**src/rtl/core/gos_pkg.sv**
```systemverilog
`default_nettype none

package gos_pkg;

  // Field widths
  localparam int unsigned RAW_W     = 16;
  localparam int unsigned OFF_W     = 24;
  localparam int unsigned SCALE_W   = 16;
  localparam int unsigned COORD_W   = 32;
  localparam int unsigned FRAC_BITS = 10;

  // Scaling datapath widths
  localparam int unsigned SUMX_W  = OFF_W + 1;
  localparam int unsigned PRODX_W = SUMX_W + SCALE_W + 1;
  localparam int unsigned PRODY_W = RAW_W + SCALE_W + 1;
  localparam int unsigned ACC_W   = FRAC_BITS + COORD_W;

  localparam logic [ACC_W-1:0]   ROUND_BIAS  = ACC_W'(1) << (FRAC_BITS - 1);
  localparam logic [SCALE_W-1:0] SCALE_RESET = SCALE_W'(1) << FRAC_BITS;

  // Output buffer depth
  localparam int unsigned FIFO_DEPTH = 2;

  // Kind of the previously handled point
  typedef enum logic [1:0] {
    KIND_NONE = 2'd0,
    KIND_ON   = 2'd1,
    KIND_OFF  = 2'd2
  } gos_prev_e;

  typedef enum logic {
    SEG_LINE = 1'b0,
    SEG_QUAD = 1'b1
  } gos_seg_e;

  // Raw point as taken from the input stream
  typedef struct packed {
    logic [RAW_W-1:0] px;
    logic [RAW_W-1:0] py;
    logic [OFF_W-1:0] off;
    logic             on;
    logic             last;
  } gos_raw_t;

  // Scaled point
  typedef struct packed {
    logic [COORD_W-1:0] x;
    logic [COORD_W-1:0] y;
    logic               on;
    logic               last;
  } gos_point_t;

  // Running outline state
  typedef struct packed {
    gos_prev_e          prev;
    logic [COORD_W-1:0] ax;
    logic [COORD_W-1:0] ay;
    logic [COORD_W-1:0] cx;
    logic [COORD_W-1:0] cy;
  } gos_trace_t;

  // One output segment
  typedef struct packed {
    logic               last;
    logic               closing;
    gos_seg_e           kind;
    logic [COORD_W-1:0] sx;
    logic [COORD_W-1:0] sy;
    logic [COORD_W-1:0] cx;
    logic [COORD_W-1:0] cy;
    logic [COORD_W-1:0] ex;
    logic [COORD_W-1:0] ey;
  } gos_seg_t;

endpackage

`default_nettype wire

```
**src/rtl/core/gos_scaler.sv**
```systemverilog
`default_nettype none

module gos_scaler import gos_pkg::*; (
  input  wire logic               clk_i,
  input  wire logic               rst_ni,
  input  wire logic [SCALE_W-1:0] scale_i,
  input  wire logic               in_valid_i,
  output      logic               in_ready_o,
  input  wire gos_raw_t           in_raw_i,
  output      logic               out_valid_o,
  input  wire logic               out_ready_i,
  output      gos_point_t         out_pt_o
);

  logic       raw_v_q;
  gos_raw_t   raw_q;
  logic       pt_v_q;
  gos_point_t pt_q;
  logic       raw_ready;
  logic       pt_ready;

  logic signed [SUMX_W-1:0]  sum_x;
  logic signed [SCALE_W:0]   scale_s;
  logic signed [PRODX_W-1:0] prod_x;
  logic signed [PRODY_W-1:0] prod_y;
  logic        [ACC_W-1:0]   acc_x;
  logic        [ACC_W-1:0]   acc_y;
  gos_point_t                pt_d;

  // Stage handshakes
  assign pt_ready   = !pt_v_q || out_ready_i;
  assign raw_ready  = !raw_v_q || pt_ready;
  assign in_ready_o = raw_ready;

  // Offset x, multiply both by the scale, round and keep the low word
  always_comb begin
    sum_x   = SUMX_W'($signed(raw_q.px)) + SUMX_W'($signed(raw_q.off));
    scale_s = $signed({1'b0, scale_i});
    prod_x  = sum_x * scale_s;
    prod_y  = $signed(raw_q.py) * scale_s;
    acc_x   = ACC_W'(prod_x) + ROUND_BIAS;
    acc_y   = ACC_W'(prod_y) + ROUND_BIAS;
    pt_d.x    = acc_x[ACC_W-1:FRAC_BITS];
    pt_d.y    = acc_y[ACC_W-1:FRAC_BITS];
    pt_d.on   = raw_q.on;
    pt_d.last = raw_q.last;
  end

  // Advance the valid flags
  always_ff @(posedge clk_i or negedge rst_ni) begin
    if (!rst_ni) begin
      raw_v_q <= 1'b0;
      pt_v_q  <= 1'b0;
    end else begin
      if (raw_ready) raw_v_q <= in_valid_i;
      if (pt_ready)  pt_v_q  <= raw_v_q;
    end
  end

  // Load the payloads
  always_ff @(posedge clk_i) begin
    if (raw_ready && in_valid_i) raw_q <= in_raw_i;
    if (pt_ready && raw_v_q)     pt_q  <= pt_d;
  end

  assign out_valid_o = pt_v_q;
  assign out_pt_o    = pt_q;

endmodule

`default_nettype wire

```
**src/rtl/core/gos_segmenter.sv**
```systemverilog
`default_nettype none

module gos_segmenter import gos_pkg::*; (
  input  wire logic       clk_i,
  input  wire logic       rst_ni,
  input  wire logic       pt_valid_i,
  output      logic       pt_ready_o,
  input  wire gos_point_t pt_i,
  output      logic       seg_push_o,
  input  wire logic       seg_space_i,
  output      gos_seg_t   seg_o
);

  typedef struct packed {
    logic               emit;
    gos_seg_e           kind;
    logic [COORD_W-1:0] cx;
    logic [COORD_W-1:0] cy;
    logic [COORD_W-1:0] ex;
    logic [COORD_W-1:0] ey;
    logic [COORD_W-1:0] sx;
    logic [COORD_W-1:0] sy;
    gos_trace_t         nxt;
  } gos_step_t;

  // Midpoint truncated toward zero
  function automatic logic [COORD_W-1:0] midpoint(logic [COORD_W-1:0] a,
                                                  logic [COORD_W-1:0] b);
    logic [COORD_W:0] sum;
    logic [COORD_W:0] adj;
    sum = {a[COORD_W-1], a} + {b[COORD_W-1], b};
    adj = sum + {{COORD_W{1'b0}}, sum[COORD_W]};
    return adj[COORD_W:1];
  endfunction

  // Classify one point against the previous kind
  function automatic gos_step_t seg_step(gos_trace_t s, logic [COORD_W-1:0] x,
                                         logic [COORD_W-1:0] y, logic on);
    gos_step_t          r;
    logic [COORD_W-1:0] mx;
    logic [COORD_W-1:0] my;
    mx = midpoint(x, s.cx);
    my = midpoint(y, s.cy);
    r      = '0;
    r.nxt  = s;
    r.sx   = s.ax;
    r.sy   = s.ay;
    r.kind = SEG_LINE;
    if (s.prev == KIND_ON && on) begin
      r.emit = 1'b1;
      r.ex   = x;
      r.ey   = y;
    end else if (s.prev == KIND_OFF) begin
      r.emit = 1'b1;
      r.kind = SEG_QUAD;
      r.cx   = s.cx;
      r.cy   = s.cy;
      r.ex   = on ? x : mx;
      r.ey   = on ? y : my;
      r.nxt.ax = mx;
      r.nxt.ay = my;
    end
    if (on) begin
      r.nxt.ax   = x;
      r.nxt.ay   = y;
      r.nxt.prev = KIND_ON;
    end else begin
      r.nxt.cx   = x;
      r.nxt.cy   = y;
      r.nxt.prev = KIND_OFF;
    end
    return r;
  endfunction

  function automatic gos_seg_t make_seg(gos_step_t st, logic closing, logic last);
    gos_seg_t g;
    g.last    = last;
    g.closing = closing;
    g.kind    = st.kind;
    g.sx      = st.sx;
    g.sy      = st.sy;
    g.cx      = st.cx;
    g.cy      = st.cy;
    g.ex      = st.ex;
    g.ey      = st.ey;
    return g;
  endfunction

  gos_trace_t         trace_q, trace_d;
  logic [COORD_W-1:0] first_x_q, first_y_q;
  logic               first_on_q;
  logic               at_start_q;
  logic               pend_v_q, pend_v_d;
  gos_seg_t           pend_q;

  gos_step_t          step_pt, step_close;
  logic [COORD_W-1:0] fx, fy;
  logic               fon;
  logic               emit_pt, emit_close;
  gos_seg_t           res0, res1;
  logic               take;

  // Point step, then the closing replay on the updated state
  always_comb begin
    fx  = at_start_q ? pt_i.x  : first_x_q;
    fy  = at_start_q ? pt_i.y  : first_y_q;
    fon = at_start_q ? pt_i.on : first_on_q;
    step_pt    = seg_step(trace_q, pt_i.x, pt_i.y, pt_i.on);
    step_close = seg_step(step_pt.nxt, fx, fy, fon);
    emit_pt    = step_pt.emit;
    emit_close = pt_i.last && step_close.emit;
    res1 = make_seg(step_close, 1'b1, 1'b1);
    res0 = emit_pt ? make_seg(step_pt, 1'b0, !emit_close) : res1;
    trace_d = step_pt.nxt;
    if (pt_i.last) begin
      trace_d      = step_close.nxt;
      trace_d.prev = KIND_NONE;
    end
  end

  // Drain a held second word first, else take the next point
  always_comb begin
    take       = 1'b0;
    seg_push_o = 1'b0;
    seg_o      = res0;
    pend_v_d   = pend_v_q;
    if (pend_v_q) begin
      seg_o      = pend_q;
      seg_push_o = seg_space_i;
      if (seg_space_i) pend_v_d = 1'b0;
    end else if (pt_valid_i) begin
      if (!emit_pt && !emit_close) begin
        take = 1'b1;
      end else if (seg_space_i) begin
        take       = 1'b1;
        seg_push_o = 1'b1;
        pend_v_d   = emit_pt && emit_close;
      end
    end
  end

  assign pt_ready_o = take;

  // Update the outline state
  always_ff @(posedge clk_i or negedge rst_ni) begin
    if (!rst_ni) begin
      trace_q    <= '0;
      first_x_q  <= '0;
      first_y_q  <= '0;
      first_on_q <= 1'b0;
      at_start_q <= 1'b1;
      pend_v_q   <= 1'b0;
    end else begin
      pend_v_q <= pend_v_d;
      if (take) begin
        trace_q    <= trace_d;
        at_start_q <= pt_i.last;
        if (at_start_q) begin
          first_x_q  <= pt_i.x;
          first_y_q  <= pt_i.y;
          first_on_q <= pt_i.on;
        end
      end
    end
  end

  // Hold the closing word of a two-word point
  always_ff @(posedge clk_i) begin
    if (take) pend_q <= res1;
  end

endmodule

`default_nettype wire

```
**src/rtl/core/gos_out_fifo.sv**
```systemverilog
`default_nettype none

module gos_out_fifo import gos_pkg::*; (
  input  wire logic     clk_i,
  input  wire logic     rst_ni,
  input  wire logic     push_i,
  input  wire gos_seg_t push_data_i,
  output      logic     space_o,
  output      logic     valid_o,
  input  wire logic     ready_i,
  output      gos_seg_t data_o
);

  localparam int unsigned PtrW = $clog2(FIFO_DEPTH);
  localparam int unsigned CntW = $clog2(FIFO_DEPTH + 1);

  gos_seg_t          mem_q [FIFO_DEPTH];
  logic [PtrW-1:0]   wr_q, rd_q;
  logic [CntW-1:0]   cnt_q;
  logic              pop;

  assign space_o = cnt_q != CntW'(FIFO_DEPTH);
  assign valid_o = cnt_q != '0;
  assign pop     = valid_o && ready_i;
  assign data_o  = mem_q[rd_q];

  // Advance pointers and fill level
  always_ff @(posedge clk_i or negedge rst_ni) begin
    if (!rst_ni) begin
      wr_q  <= '0;
      rd_q  <= '0;
      cnt_q <= '0;
    end else begin
      if (push_i) wr_q <= (wr_q == PtrW'(FIFO_DEPTH - 1)) ? '0 : wr_q + PtrW'(1);
      if (pop)    rd_q <= (rd_q == PtrW'(FIFO_DEPTH - 1)) ? '0 : rd_q + PtrW'(1);
      if (push_i && !pop)      cnt_q <= cnt_q + CntW'(1);
      else if (pop && !push_i) cnt_q <= cnt_q - CntW'(1);
    end
  end

  // Store the pushed word
  always_ff @(posedge clk_i) begin
    if (push_i) mem_q[wr_q] <= push_data_i;
  end

endmodule

`default_nettype wire

```
**src/rtl/core/glyph_outline_segmenter_top.sv**
```systemverilog
// Path: an accepted point passes the scaler's raw and scaled-point registers, then the output FIFO.
// Throughput: one point per cycle while the output FIFO has space; a point that yields two
//   segment words (a contour end that closes with a segment of its own) holds the segmenter
//   until its second word is pushed, set by the single output word port.
// Reset: rst_ni low clears all valid flags and the outline state at once and
//   loads the scale register with 1.0 (1024).
`default_nettype none

module glyph_outline_segmenter_top import gos_pkg::*; (
  input  wire logic         clk_i,
  input  wire logic         rst_ni,
  input  wire logic         cfg_we_i,
  input  wire logic [15:0]  cfg_wdata_i,     // scale_factor
  input  wire logic         s_axis_tvalid,
  output      logic         s_axis_tready,
  input  wire logic [63:0]  s_axis_tdata,    // point_x, point_y, pen_offset, 8 pad bits
  input  wire logic         s_axis_tuser,    // on_pt
  input  wire logic         s_axis_tlast,    // contour_end
  output      logic         m_axis_tvalid,
  input  wire logic         m_axis_tready,
  output      logic [191:0] m_axis_tdata,    // start_x, start_y, ctrl_x, ctrl_y, end_x, end_y
  output      logic [1:0]   m_axis_tuser,    // seg_kind, closing_segment
  output      logic         m_axis_tlast     // last_of_run
);

  logic [SCALE_W-1:0] scale_q;
  gos_raw_t           raw;
  logic               pt_valid, pt_ready;
  gos_point_t         pt;
  logic               seg_push, seg_space;
  gos_seg_t           seg_in, seg_out;

  // Scale register
  always_ff @(posedge clk_i or negedge rst_ni) begin
    if (!rst_ni) begin
      scale_q <= SCALE_RESET;
    end else if (cfg_we_i) begin
      scale_q <= cfg_wdata_i;
    end
  end

  // Unpack the input word
  always_comb begin
    raw.px   = s_axis_tdata[15:0];
    raw.py   = s_axis_tdata[31:16];
    raw.off  = s_axis_tdata[55:32];
    raw.on   = s_axis_tuser;
    raw.last = s_axis_tlast;
  end

  gos_scaler u_scaler (
    .clk_i       (clk_i),
    .rst_ni      (rst_ni),
    .scale_i     (scale_q),
    .in_valid_i  (s_axis_tvalid),
    .in_ready_o  (s_axis_tready),
    .in_raw_i    (raw),
    .out_valid_o (pt_valid),
    .out_ready_i (pt_ready),
    .out_pt_o    (pt)
  );

  gos_segmenter u_segmenter (
    .clk_i       (clk_i),
    .rst_ni      (rst_ni),
    .pt_valid_i  (pt_valid),
    .pt_ready_o  (pt_ready),
    .pt_i        (pt),
    .seg_push_o  (seg_push),
    .seg_space_i (seg_space),
    .seg_o       (seg_in)
  );

  gos_out_fifo u_out_fifo (
    .clk_i       (clk_i),
    .rst_ni      (rst_ni),
    .push_i      (seg_push),
    .push_data_i (seg_in),
    .space_o     (seg_space),
    .valid_o     (m_axis_tvalid),
    .ready_i     (m_axis_tready),
    .data_o      (seg_out)
  );

  // Pack the output word
  assign m_axis_tdata = {seg_out.ey, seg_out.ex, seg_out.cy, seg_out.cx,
                         seg_out.sy, seg_out.sx};
  assign m_axis_tuser = {seg_out.closing, seg_out.kind};
  assign m_axis_tlast = seg_out.last;

endmodule

`default_nettype wire

```
**config.mk**
```make
export PLATFORM = sky130hd
export DESIGN_NAME = glyph_outline_segmenter_top
export DESIGN_NICKNAME = d
export VERILOG_FILES = /design/src/rtl/core/gos_pkg.sv /design/src/rtl/core/gos_scaler.sv /design/src/rtl/core/gos_segmenter.sv /design/src/rtl/core/gos_out_fifo.sv /design/src/rtl/core/glyph_outline_segmenter_top.sv
export SDC_FILE = /design/constraint.sdc
export NUM_CORES = 2
export LEC_CHECK = 0
export ABC_AREA = 0
export BUFFER_PORTS_ARGS = -buffer_cell sky130_fd_sc_hd__buf_2
export CAP_MARGIN = 40
export CORE_MARGIN = 8
export CORE_UTILIZATION = 55
export DETAILED_ROUTE_END_ITERATION = 10
export PLACE_DENSITY = 0.76
export SYNTH_ARGS = -nofsm -noshare
export SYNTH_HDL_FRONTEND = slang
export SYNTH_SLANG_ARGS = --single-unit
```
**constraint.sdc**
```tcl
create_clock -name clk_i -period 29 [get_ports clk_i]
set_clock_uncertainty 0.2 [all_clocks]
set_input_delay 4.35 -clock clk_i [delete_from_list [all_inputs] [get_ports clk_i]]
set_output_delay 4.35 -clock clk_i [all_outputs]
set_load 0.05 [all_outputs]
```
==> results by group <==
Setup path
  – CP arrival: 10.46 ns
  – Crit path max fanout: 14
  – RR Startpoint: u_scaler.raw_q[2]
  – WP data required: 29.22 ns
  – Worst path slowest cell: a2111oi_0
  – Critical Path Most Common Cell: fa_1
  – Crit path launch type: register
  – Worst R2R Path Depth: 38
  – Critical path class: register to register
  – Reg-to-reg slack, setup: 18.76 ns
  – Buf+Inv Stages, Crit Path: 6
  – Slowest stage delay, CP: 0.62 ns
  – Setup crit end kind: register
  – Top cell family by delay on the critical path: adder cells
  – Reg-to-Reg End: u_scaler.out_pt_o[65]

Logic synthesis
  – Largest area contributor in the netlist: edfxtp_1
  – Most common library cells after synthesis: 1,170 x nand2_1, 861 x inv_1, 699 x edfxtp_1
  – Avg Cell Area, Syn: 9.74 sq um
  – Number of enable flip-flop cells after synthesis: 699
  – Post-synth top area share: 27.9%
  – Post-synthesis cell area: 75,200 sq um
  – Post-synthesis net count: 8,799
  – Top cells by area, synth: edfxtp_1 28%, fa_1 16%, dfrtp_1 7.2%
  – Main synth FF type: edfxtp_1
  – Distinct cells, synth: 103
  – Most frequent cell after synthesis: nand2_1
  – Async S/R FF share, synth: 23.9%
  – Post-Syn Instances: 7,725
  – #FFs+latches synth: 918
  – Seq/Total Area, Yosys: 35.2%
  – Yosys synthesis warning count: 0

Layout
  – Final cell count without fillers: 9,660
  – Syn-to-layout area delta: 8.81%
  – Layout cell share with drive strength beyond 1: 10.9%
  – Final net count: 8,864

Clock tree
  – Root Driver: clkbuf_16
  – Worst-Skew Late Latency: 0.73 ns
  – CTS Buf Count: 100
  – Clk buf depth: 3
  – Hold_buf cts: 0
  – Post-CTS Setup Bufs: 0
  – H-Tree Depth: 3
  – TritonCTS clock tree: done
  – CTS resizes: 0
  – Sink Count: 918
  – Clk slew on worst S/H paths: 0.07 ns

STA
  – TNS Setup: 0 ns
  – Max Fclk: 0.0976 GHz
  – Fin crit share: 35.3%
  – Final Slew Violations: 0
  – Setup-failing EPs final: 0
  – Slew at the pin closest to its max-slew limit: 0.992 ns
  – Post-route setup slack: 18.76 ns
  – Max-Slew Margin vs Limit: 33.2%
  – RSZ-0062 raised after global routing: no
  – Min Tclk post-route: 10.24 ns
  – Hold Vio Cnt, Final: 0

Hold path
  – Hold path endpoint: u_segmenter.first_y_q[19]
  – Worst hold path type: register to register
  – Hold Path Depth: 2
  – Hold path startpoint: u_segmenter.first_y_q[19]

GRT
  – Largest net degree at the start of global routing: 205
  – Initial antenna violation count: 3
  – Vias in the first global route: 58.3k
  – Overflow after GRT: 0
  – First-pass GRT wire length: 332 mm
  – All-Layer GR Usage: 28.3%

Floorplan
  – Die area: 149,000 sq um
  – Die height: 386 um
  – Die Wd: 386 um
  – Starting density of the core: 55.5%
  – Ports: 284
  – FP Rows: 135
  – CORE AREA: 136,000 sq um

Placed design
  – Post-DP HPWL: 157 mm
  – GP Congestion: 0.973
  – Placed insts: 9,468
  – Port-buffer cells: 275
  – DP Worst Slack: 18.83 ns

Detailed routing
  – Total wire length: 214 mm
  – Routed Antenna Nets: 0
  – Vias: 58.6k
  – Vias per cell: 6.06
  – WL/cell: 22.2 um
  – DRT Pass-1 Iters: 8
  – Residual DRC: 0
  – DRT iter0 DRCs: 6,322

Run
  – Total of max-cap violations: 0

Status
  – Status: finished, final reports clean
## final cells by class
cell class,instances,area (sq um)
Clock buffer,134,2730
Antenna cell,2,5.00
Tap cell,1781,2230
Inverter,865,3250
Sequential cell,918,26500
Clock inverter,55,698
Fill cell,11100,53800
Timing Repair Buffer,376,2320
Multi-Input combinational cell,5529,44100
## metrics by stage
| stage | instance area [sq um] | hold slack, ns | utilization, % |
|---|---|---|---|
| after global routing | 81800 | 0.290 | 60.3 |
| after global placement | 78100 | 0.253 | 57.6 |
| final | 81800 | 0.271 | 60.3 |
| after detailed placement | 78400 | 0.259 | 57.8 |
| after CTS | 81800 | 0.273 | 60.3 |
| after floorplan | 75200 | 0.200 | - |
## worst min-delay path, delay by kind of cell (launching register included)
| kind | cells | cell delay, ns |
|---|---|---|
| DFF | 1 | 0.34 |
| and+or+nand+nor | 2 | 0.10 |
## registers in the layout (all words and copies together) (netlist names), 2 cells and up
name	cells
u_out_fifo.cnt_q	2
u_scaler.out_pt_o	58
scale_q	16
u_segmenter.step_pt	64
u_scaler.raw_q	56
u_out_fifo.mem_q	390
u_segmenter.pend_q	193
u_segmenter.trace_q	66
u_segmenter.first_y_q	32
u_scaler.pt_d	2
u_segmenter.first_x_q	32
## metal layers
layer / global-route usage [%] / wire length [um] / up-vias
met5: 0 / 13 / -
met1: 40.0 / 91200 / 28800
met3: 6.43 / 23000 / 376
met4: 8.22 / 5860 / 2
li1: - / - / 26500
met2: 43.7 / 94200 / 2849
## placed cells by master, fill, tap and decap left out, drive strengths merged, types with 20 or more instances in the layout
cell type | synthesis | layout
a211o | 20 | 20
a211oi | 91 | 91
a21o | 152 | 152
a21oi | 352 | 352
a221oi | 30 | 30
a31oi | 33 | 33
and2 | 345 | 345
and3 | 42 | 42
buf | 30 | 375
clkbuf | 383 | 134
clkinv | 1 | 31
dfrtp | 217 | 217
edfxtp | 699 | 699
fa | 589 | 589
ha | 398 | 398
inv | 864 | 873
mux2 | 227 | 227
mux2i | 124 | 124
nand2 | 1171 | 1171
nand2b | 50 | 50
nand3 | 79 | 79
nand4 | 54 | 54
nor2 | 364 | 364
nor2b | 51 | 51
nor3 | 95 | 95
nor4 | 25 | 25
o211ai | 43 | 43
o21a | 49 | 49
o21ai | 432 | 432
o221ai | 27 | 27
o22ai | 61 | 61
o31ai | 28 | 28
or2 | 23 | 23
or3 | 26 | 26
xnor2 | 159 | 159
xor2 | 109 | 109
## logic make-up (layout without fill, tap and decap cells)
group / after synthesis / in the layout / synth area share (%)
xor+xnor: 268 / 268 / 3.12
fa+ha+maj: 987 / 987 / 22.3
mux: 351 / 351 / 5.05
simple gates: 2397 / 2397 / 14.9
flops: 918 / 918 / 35.2
buf+inv: 1278 / 1430 / 6.40
compound gates: 1526 / 1526 / 13.1
other cells: 0 / 2 / 0
## how the worst max path moves through the flow
stage / from / endpoint / slack, ns / cells past startpoint
3_5_place_dp: u_scaler.raw_q[2] / u_scaler.out_pt_o[65] / 18.83 / 36
2_1_floorplan: u_segmenter.at_start_q / u_out_fifo.mem_q[0][0] / 13.50 / 6
6_report: u_scaler.raw_q[2] / u_scaler.out_pt_o[65] / 18.76 / 38
4_1_cts: u_scaler.raw_q[2] / u_scaler.out_pt_o[65] / 18.77 / 36
3_3_place_gp: u_scaler.raw_q[2] / u_scaler.out_pt_o[65] / 18.75 / 34
5_1_grt: u_scaler.raw_q[2] / u_scaler.out_pt_o[65] / 18.02 / 38
Power is not shown: default switching activity piles up to over one toggle a cycle in this logic, so the estimate is an artifact.
